## config.mk

```make
export PLATFORM = sky130hd
export DESIGN_NAME = dhkv_mod
export DESIGN_NICKNAME = d
export VERILOG_FILES = /design/src/double_hash_key_value_table_assert.svh /design/src/dhkv_pkg.sv /design/src/dhkv_mod.sv
export SDC_FILE = /design/constraint.sdc
export NUM_CORES = 1
export LEC_CHECK = 0
export CORE_ASPECT_RATIO = 1.5
export CORE_MARGIN = 1.5
export CORE_UTILIZATION = 60
export CTS_BUF_LIST = sky130_fd_sc_hd__clkbuf_8
export DETAILED_ROUTE_END_ITERATION = 10
export DONT_BUFFER_PORTS = 1
export GPL_ROUTABILITY_DRIVEN = 0
export HOLD_SLACK_MARGIN = 0.12
export PLACE_DENSITY = 0.74
export SLEW_MARGIN = 20
export SYNTH_ARGS = -nofsm -noshare
export SYNTH_HDL_FRONTEND = slang
export SYNTH_SLANG_ARGS = --single-unit
export TNS_END_PERCENT = 10
```

## constraint.sdc

```tcl
create_clock -name clk_i -period 4 [get_ports clk_i]
set_input_delay 0.8 -clock clk_i [delete_from_list [all_inputs] [get_ports clk_i]]
set_output_delay 0.8 -clock clk_i [all_outputs]
set_load 0.05 [all_outputs]
```

## src/double_hash_key_value_table_assert.svh

```systemverilog
// Concurrent assertion helpers, sampled on clk_i and disabled during reset.
`ifndef DOUBLE_HASH_KEY_VALUE_TABLE_ASSERT_SVH
`define DOUBLE_HASH_KEY_VALUE_TABLE_ASSERT_SVH

// Same-cycle implication.
`define DHKV_ASSERT_NOW(lbl, ante, cons) \
  lbl: assert property (@(posedge clk_i) disable iff (!rst_ni) (ante) |-> (cons)) \
    else $error("dhkv assertion failed");

// Next-cycle implication.
`define DHKV_ASSERT_NEXT(lbl, ante, cons) \
  lbl: assert property (@(posedge clk_i) disable iff (!rst_ni) (ante) |=> (cons)) \
    else $error("dhkv assertion failed");

`endif

```

## src/dhkv_pkg.sv

```systemverilog
`timescale 1ns / 1ps
package dhkv_pkg;

  localparam int CAPACITY_DEF   = 512;
  localparam int VALUE_BITS_DEF = 32;
  localparam int KEY_W          = 32;
  localparam int CFG_W          = 10;
  localparam logic [CFG_W-1:0] LEN_RESET = 10'd500;
  localparam int STEP_SHIFT     = 8;

  // Byte address of the length register on the APB port.
  localparam logic [2:0] ADDR_LEN = 3'd0;

  typedef enum logic [2:0] {
    ST_INSERTED  = 3'd0,
    ST_OVERWRITE = 3'd1,
    ST_FULL      = 3'd2,
    ST_FOUND     = 3'd3,
    ST_NOT_FOUND = 3'd4,
    ST_INVALID   = 3'd5
  } status_e;

  // Request to the shared modulo unit.
  typedef struct packed {
    logic             start;
    logic [KEY_W-1:0] dividend;
  } mod_req_t;

endpackage

```

## src/dhkv_mod.sv

```systemverilog
`timescale 1ns / 1ps
// Restoring remainder unit: one dividend bit per cycle.
module dhkv_mod import dhkv_pkg::*; #(
  parameter int CAPACITY = CAPACITY_DEF,
  localparam int AW = $clog2(CAPACITY),
  localparam int LW = $clog2(CAPACITY + 1)
) (
  input  logic          clk_i,
  input  logic          rst_ni,
  input  mod_req_t      req_i,
  input  logic [LW-1:0] divisor_i,
  output logic          done_o,
  output logic [AW-1:0] rem_o
);

  localparam int CW = $clog2(KEY_W);

  logic             busy_q, done_q;
  logic [CW-1:0]    cnt_q;
  logic [KEY_W-1:0] dvd_q;
  logic [LW-1:0]    rem_q;
  logic [LW:0]      trial;
  logic [LW-1:0]    rem_d;

  always_comb begin
    trial = {rem_q, dvd_q[KEY_W-1]};
    if (trial >= {1'b0, divisor_i}) begin
      rem_d = LW'(trial - {1'b0, divisor_i});
    end else begin
      rem_d = trial[LW-1:0];
    end
  end

  always_ff @(posedge clk_i or negedge rst_ni) begin
    if (!rst_ni) begin
      busy_q <= 1'b0;
      done_q <= 1'b0;
      cnt_q  <= '0;
    end else if (req_i.start) begin
      busy_q <= 1'b1;
      done_q <= 1'b0;
      cnt_q  <= '0;
    end else if (busy_q) begin
      cnt_q <= cnt_q + 1'b1;
      if (cnt_q == CW'(KEY_W - 1)) begin
        busy_q <= 1'b0;
        done_q <= 1'b1;
      end
    end else begin
      done_q <= 1'b0;
    end
  end

  always_ff @(posedge clk_i) begin
    if (req_i.start) begin
      dvd_q <= req_i.dividend;
      rem_q <= '0;
    end else if (busy_q) begin
      dvd_q <= {dvd_q[KEY_W-2:0], 1'b0};
      rem_q <= rem_d;
    end
  end

  assign done_o = done_q;
  assign rem_o  = rem_q[AW-1:0];

endmodule

```

**Yosys cells after proc, flatten, opt, wreduce, memory -nomap -nowiden**

Index checks and enable logic that the tools add are counted.

- Register bits: 49
- Output and inout port bits: 10

- Reductions and logical operators: 1
- Order comparisons: 1
- Add/sub/neg operators: 2
- Multiplexer cells: 11
- Equal/unequal tests: 2

Operator list:

| kind | count |
|---|---|
| 32-bit two-way mux | 2 |
| 11-bit by 10-bit >= comparator with 1-bit output | 1 |
| 10-bit two-way mux | 1 |
| 5-bit two-way mux | 2 |
| 10-bit subtractor | 1 |
| 1-bit two-way mux | 6 |
| 5-bit by 1-bit adder with 5-bit output (second input constant) | 1 |
| 5-bit equality test (second input constant) | 1 |
| 3-bit by 2-bit != test with 1-bit output (second input constant) | 1 |
| 2-bit nonzero test | 1 |

**Depth between registers and ports, before layout**

Gate-level depths: netlist of the first run.

- Depth after elaboration: 4
- Depth in mapped cells: 9
- Gate-level depth less buffers: 9

**Worst setup path before layout of the first run**

OpenSTA, ideal clock, no wires.

- Path kind: input port to flip-flop
- From: in divisor_i[0]
- To: reg rem_q[8]
- Data required time: 3884 ps
- Arrival time: 2377 ps
- Slack: 1507 ps
- Path buffers: 0
- Cell stages on the path: 8
- Cells stage by stage: ha_1 > inv_1 > fa_1 > a211oi_1 > o211ai_1 > a21o_1 > a22o_1 > a31o_2

- Word-level cells in the longest chain between the ends: 2
- Elaborated cells on any way between the ends: 3
- Those cells by class: add/sub (1); order compare (1); mux (1)

Ends and longest elaborated chain:

| what | line | RTL |
|---|---|---|
| start: declaration | dhkv_mod.sv:11 | `input logic [LW-1:0] divisor_i,` |
| 10-bit subtractor or 11-bit by 10-bit >= comparator with 1-bit output (tied branches) | dhkv_mod.sv:28, dhkv_mod.sv:27 |  |
| 10-bit two-way mux * | dhkv_mod.sv:27 | `if (trial >= {1'b0, divisor_i}) begin` |
| end signal: assignment | dhkv_mod.sv:60 | `rem_q <= rem_d;` |
| end: declaration | dhkv_mod.sv:21 | `logic [LW-1:0] rem_q;` |

Every way passes the cells marked *; elsewhere a longest branch is shown, timed or not.
A chain may end at the register's enable or synchronous reset.

**Worst setup path in the final report of the first run**

- From: reg rem_q[4]
- To: reg rem_q[5]

- Word-level cells in the longest chain between the ends: 2
- Elaborated cells on any way between the ends: 3
- Those cells by class: add/sub (1); order compare (1); mux (1)

Ends and longest elaborated chain:

| what | line |
|---|---|
| 10-bit subtractor or 11-bit by 10-bit >= comparator with 1-bit output (tied branches) | dhkv_mod.sv:28, dhkv_mod.sv:27 |
| 10-bit two-way mux * | dhkv_mod.sv:27 |

Marked as above.

==> results.cfg, run 1 <==
[run_status]
status = finished clean

[finish]
seq_area_sq_mm = 0.00134
nFillCells = 391
multi_input_area_sq_mm = 0.00125
antennaDiodeCount = 0
area_delta_synth_final_pct = 1.00
layout_commonest_cell = edfxtp_1
finalNetCount = 278
mostFrequentLayoutCells = edfxtp_1, mux2_2, nor2_1
final_cells = 269
fin_util = 0.622
drive_gt1_frac = 0.222

[floorplan]
die_h_um = 86.0
ios = 55
row_count = 30
coreArea_sq_mm = 0.00447
start_util = 0.616
die_area_sq_mm = 0.00501
fp.dieW_um = 58.3

[clock_tree]
cts_tree = built
numCtsBuffers = 5
path_clk_slew_ns = 0.09
clkLatencyLatePin_ns = 0.29
cts.root.buffer_cell = clkbuf_8
cts_htree_levels = 2
clk_path_buf_depth = 2
cts_resized = 0
post_cts_buffers = 0
cts_hold_buf = 0
clock-sinks = 49

[sta]
final-setup-viol-count = 0
timing.final.crit_share = 0.704
relSlewSlack = 0.541
drv_slew = 0
hold_viol = 0
finalSetupTns_ns = 0
tightest_slew_ns = 0.688
rsz0062_at_grt = no
maxClockFrequency_ghz = 0.355
min_period_ns = 2.82
skew_ns = 0.00702

[synthesis]
ys_ff_latch = 49
syn_inst = 231
yosysSeqAreaShare = 0.485
ys_top_cells_by_area = edfxtp_1, mux2_2, dfxtp_1
synth_top_area_frac = 0.349
syn-num-nets = 289
synth_area_sq_mm = 0.00275
ys_warn_count = 0
synth_top_area_cell = edfxtp_1
ys_types = 52
syn_avg_cell_area_sq_um = 11.9

[detailed_routing]
drc = 0
route.antenna.remaining_nets = 0
drt_iter0_drc = 71
wl_um = 5110
routedWlPerCell_um = 19.0
drt-pass1-iter-count = 4
viasPerCell = 6.50
via_count = 1748

[global_routing]
overflow = 0
grt_use_total = 0.213
antenna_found_initial = 0
grt_pass1_vias = 1818
grt_pass1_wl_um = 7980
grt_max_degree = 48

[place]
dpl.hpwl_um = 3790
dp_cells = 261
port_buffers = 0

[job]
maxCapViolCount = 0

[setup_path]
crit_path_end_kind = register
required_ns = 4.19
cp.arrival_ns = 3.01
crit_chain = ha_1 > and4_1 > and3_4 > a311oi_4 > a211oi_1 > a2111oi_2
startpoint_type = register
cp_num_buf_inv = 0
worstPathMaxFanout = 14
crit_family = compound AO/OA/AOI/OAI gates
slowest_delay_ns = 0.72
critical_path_class = register to register
cp_slowest_cell = dfxtp_1

[power]
p_leak_uw = 0.00114
ir_drop_uv = 315
power_density_mw_per_mm2 = 612

[min_path]
min_path_type = input pin to asynchronous set/reset pin
-- sequential cells by signal, indices dropped and copies added, names as in the netlist --
name,cells
dvd_q,32
rem_q,10
cnt_q,5
busy_q,1
done_o,1
-- worst reg2reg max path, delay by kind of cell, from the launching register on --
kind,cells,cell delay (ns)
flops,1,0.72
fa+ha+maj,1,0.41
compound gates,3,1.13
simple gates,2,0.46
-- logic make-up (layout without fill, tap and decap cells) --
logic type                 Yosys count  in the layout  synth area share
adders and majority gates           13             13            0.0618
buffers and inverters               32             22            0.0614
muxes                               34             34             0.138
DFF                                 49             49             0.485
and+or+nand+nor                     59             59             0.117
xor gates and xnor gates             7              7            0.0223
AOI/OAI and AO/OA                   37             37             0.114
-- per-stage QoR --
step	setup WS (ns)	hold WS (ns)	power, uW	area [sq um]
4_1_cts	1.20	0.179	1710	2780
5_1_grt	0.986	0.168	1790	2780
6_report	1.18	0.188	1700	2780
3_3_place_gp	1.25	0.505	1390	2700
2_1_floorplan	1.51	0.481	1370	2750
3_5_place_dp	1.13	0.505	1430	2700
-- final timing paths --
path	endpoint	from	cells after the start	slack, ns
min	done_o$_DFFE_PN0P_	rst_ni	0	0.19
max reg2reg	rem_q[5]$_SDFFE_PP0P_	rem_q[4]$_SDFFE_PP0P_	6	1.18
max	rem_q[5]$_SDFFE_PP0P_	rem_q[4]$_SDFFE_PP0P_	6	1.18
max in group asynchronous	cnt_q[0]$_DFFE_PN0P_	rst_ni	0	3.74
min in group clk_i	cnt_q[4]$_DFFE_PN0P_	cnt_q[4]$_DFFE_PN0P_	2	0.55
min reg2reg	cnt_q[4]$_DFFE_PN0P_	cnt_q[4]$_DFFE_PN0P_	2	0.55
-- synthesized netlist by cell type (all sizes together) --
cell type   n
nor3        2
a211o       1
clkbuf      2
mux2       31
nand4       3
o311a       2
a2111oi     1
xor2        5
nand3b      2
o41ai       1
nand3       5
nor2       23
o21ai       6
inv        14
xnor2       2
a21o        3
and4b       2
a21boi      1
or3         1
and2        3
fa          1
and4        1
nand2       7
nand2b      2
nor4        2
o21bai      3
ha         12
buf        16
a21oi       5
a311oi      2
mux2i       3
dfrtp       7
o211ai      3
a32o        1
a22oi       1
a22o        1
o311ai      1
a221oi      1
edfxtp     32
nand4b      2
nor3b       1
dfxtp      10
a31o        1
and3        3
a211oi      3
-- power by group --
group	switching, uW	internal (uW)
logic	320	275
registers	207	623
clock network	158	119
-- per-layer routing --
| layer | routed length [um] | share of wire | GRT usage | vias up |
|---|---|---|---|---|
| met4 | 195 | 0.038 | 0.121 | 0 |
| met3 | 260 | 0.051 | 0.0573 | 19 |
| met2 | 2770 | 0.54 | 0.377 | 62 |
| met1 | 1880 | 0.37 | 0.218 | 843 |
| li1 | - | - | - | 824 |
| met5 | 0 | 0 | 0 | - |
-- layout make-up --
class,instances,share of cell area
Clock inverter,3,0.00540
Multi-Input combinational cell,150,0.449
Inverter,14,0.0189
Sequential cell,49,0.481
Clock buffer,5,0.0248
Tap cell,48,0.0216
No activity file was read; power rests on OpenSTA's default activity.
==> run 2: changes to the inputs <==
Settings changed: CORE_UTILIZATION 60 to 59, PLACE_DENSITY 0.74 to 0.76.
Clock period 4 ns to 2.4 ns, I/O delays scaled along.
==> run 2 against run 1 <==
Net effect: via count increased by 1.9%; largest cell class unchanged; maximum frequency is 25% higher; highest routed layer unchanged; worst hold slack better by 0.046 ns.
==> results.cfg, run 2 (same netlist as run 1, synthesis figures left out) <==
[detailed_routing]
via_count = 1781
drc = 0
routedWlPerCell_um = 17.2
drt-pass1-iter-count = 4
viasPerCell = 6.14
route.antenna.remaining_nets = 0
wl_um = 4980
drt_iter0_drc = 71

[finish]
area_delta_synth_final_pct = 7.36
layout_commonest_cell = edfxtp_1
drive_gt1_frac = 0.293
top_register = dvd_q
finalNetCount = 299
design_area_sq_mm = 0.00296
antennaDiodeCount = 0
nFillCells = 356
largest_register_ffs = 32
mostFrequentLayoutCells = edfxtp_1, mux2_2, nor2_1
reg_top3 = dvd_q: 32 flops, rem_q: 10 flops, cnt_q: 5 flops

[global_routing]
grt_use_total = 0.210
grtUsageMet1 = 0.231
overflow = 0
grt-busiest-layer = met2
grt_pass1_wl_um = 8000
antenna_found_initial = 0
met3_usage = 0.0448
grt_pass1_vias = 1768
grt_max_degree = 48
use_met2 = 0.372

[setup_path]
cp_num_buf_inv = 2
worstPathMaxFanout = 3
crit_top_cell = inv_1
crit_family = compound AO/OA/AOI/OAI gates
critical_path_class = register to register
crit_path_end_kind = register
r2r_start = dvd_q[31]$_DFFE_PP_
required_ns = 2.61
crit_chain = inv_1 > ha_1 > inv_1 > fa_1 > a211oi_2 > o211ai_1 > a21o_1 > a22o_1 > a31o_2
slowest_delay_ns = 0.43
cp-startpoint = dvd_q[31]$_DFFE_PP_
cp.arrival_ns = 2.47
cp_slowest_cell = fa_1
startpoint_type = register

[run_status]
status = finished clean

[power]
clkPwrFrac = 0.166
internal_power_uw = 1860
ir_drop_uv = 503
pwr-share-seq = 0.366
power_density_mw_per_mm2 = 1030
power.switching_uw = 1180
p_leak_uw = 0.00124
combPwrFrac = 0.468
power.total_uw = 3040
switching_share = 0.389

[floorplan]
die_h_um = 86.7
row_count = 30
fp.dieW_um = 58.8
die_area_sq_mm = 0.00509
start_util = 0.611
coreArea_sq_mm = 0.00450
ios = 55

[clock_tree]
clock-sinks = 49
numCtsBuffers = 5
cts_tree = built
clkLatencyLatePin_ns = 0.30
cts.root.buffer_cell = clkbuf_8
clk_path_buf_depth = 2
path_clk_slew_ns = 0.10
cts_htree_levels = 2

[sta]
maxClockFrequency_ghz = 0.443
relSlewSlack = 0.687
final-setup-viol-count = 0
timing.final.crit_share = 0.941
tightest_slew_ns = 0.470
finalSetupTns_ns = 0
rsz0062_at_grt = no
hold_viol = 0
min_period_ns = 2.26
drv_slew = 0
skew_ns = 0.00831

[min_path]
holdCritStartpoint = req_i[32]
min_path_type = input pin to register

[job]
maxCapViolCount = 0

[place]
dpl.hpwl_um = 3750
place_area_sq_mm = 0.00285
port_buffers = 0
## run 2: final timing paths
path                            cells after the start  slack, ns                    end
worst min-delay path                                1       0.23   cnt_q[0]$_DFFE_PN0P_
worst max-delay path                                9       0.14  rem_q[8]$_SDFFE_PP0P_
max in group asynchronous                           1       1.67   cnt_q[1]$_DFFE_PN0P_
worst max register to register                      9       0.14  rem_q[8]$_SDFFE_PP0P_
min in group asynchronous                           1       0.49   cnt_q[0]$_DFFE_PN0P_
worst min register to register                      2       0.54   cnt_q[3]$_DFFE_PN0P_
## run 2: power groups by stage
stage	registers, uW	clock network [uW]	logic, uW
floorplan	1130	0	1160
global placement	1130	0	1400
detailed placement	1130	0	1410
CTS	1120	526	1410
global route	1130	550	1540
finish	1110	506	1420
## run 2: cell type report
type	instances	area, sq um	share of cell area
clock buffer	5	68.8	0.0233
clock inverter	3	25.0	0.00847
tap	48	60.1	0.0203
sequential	49	1340	0.452
inverter	14	52.6	0.0178
timing repair buffer	21	160	0.0542
multi-input combinational	150	1250	0.424
## run 2: stage by stage
stage	std cells	hold slack, ns	setup slack [ns]	utilization
2_1_floorplan	231	0.184	0.227	-
3_3_place_gp	281	0.185	0.0830	0.632
3_5_place_dp	281	0.185	0.0370	0.632
4_1_cts	290	0.225	0.0408	0.655
5_1_grt	290	0.219	0.0186	0.656
6_report	290	0.235	0.141	0.656
## run 2: routing by layer
layer	vias to the layer above	routed length (um)
li1	868	-
met1	843	1880
met2	56	2680
met3	14	250
met4	0	164
met5	-	0
## run 2: repair_timing
item                                    4_1_cts  5_1_grt
endpoints found under the setup margin        0        2
endpoints found under the hold margin         7        0
buffers inserted                              0        0
hold buffers                                  1        0
resized for setup                             0        1
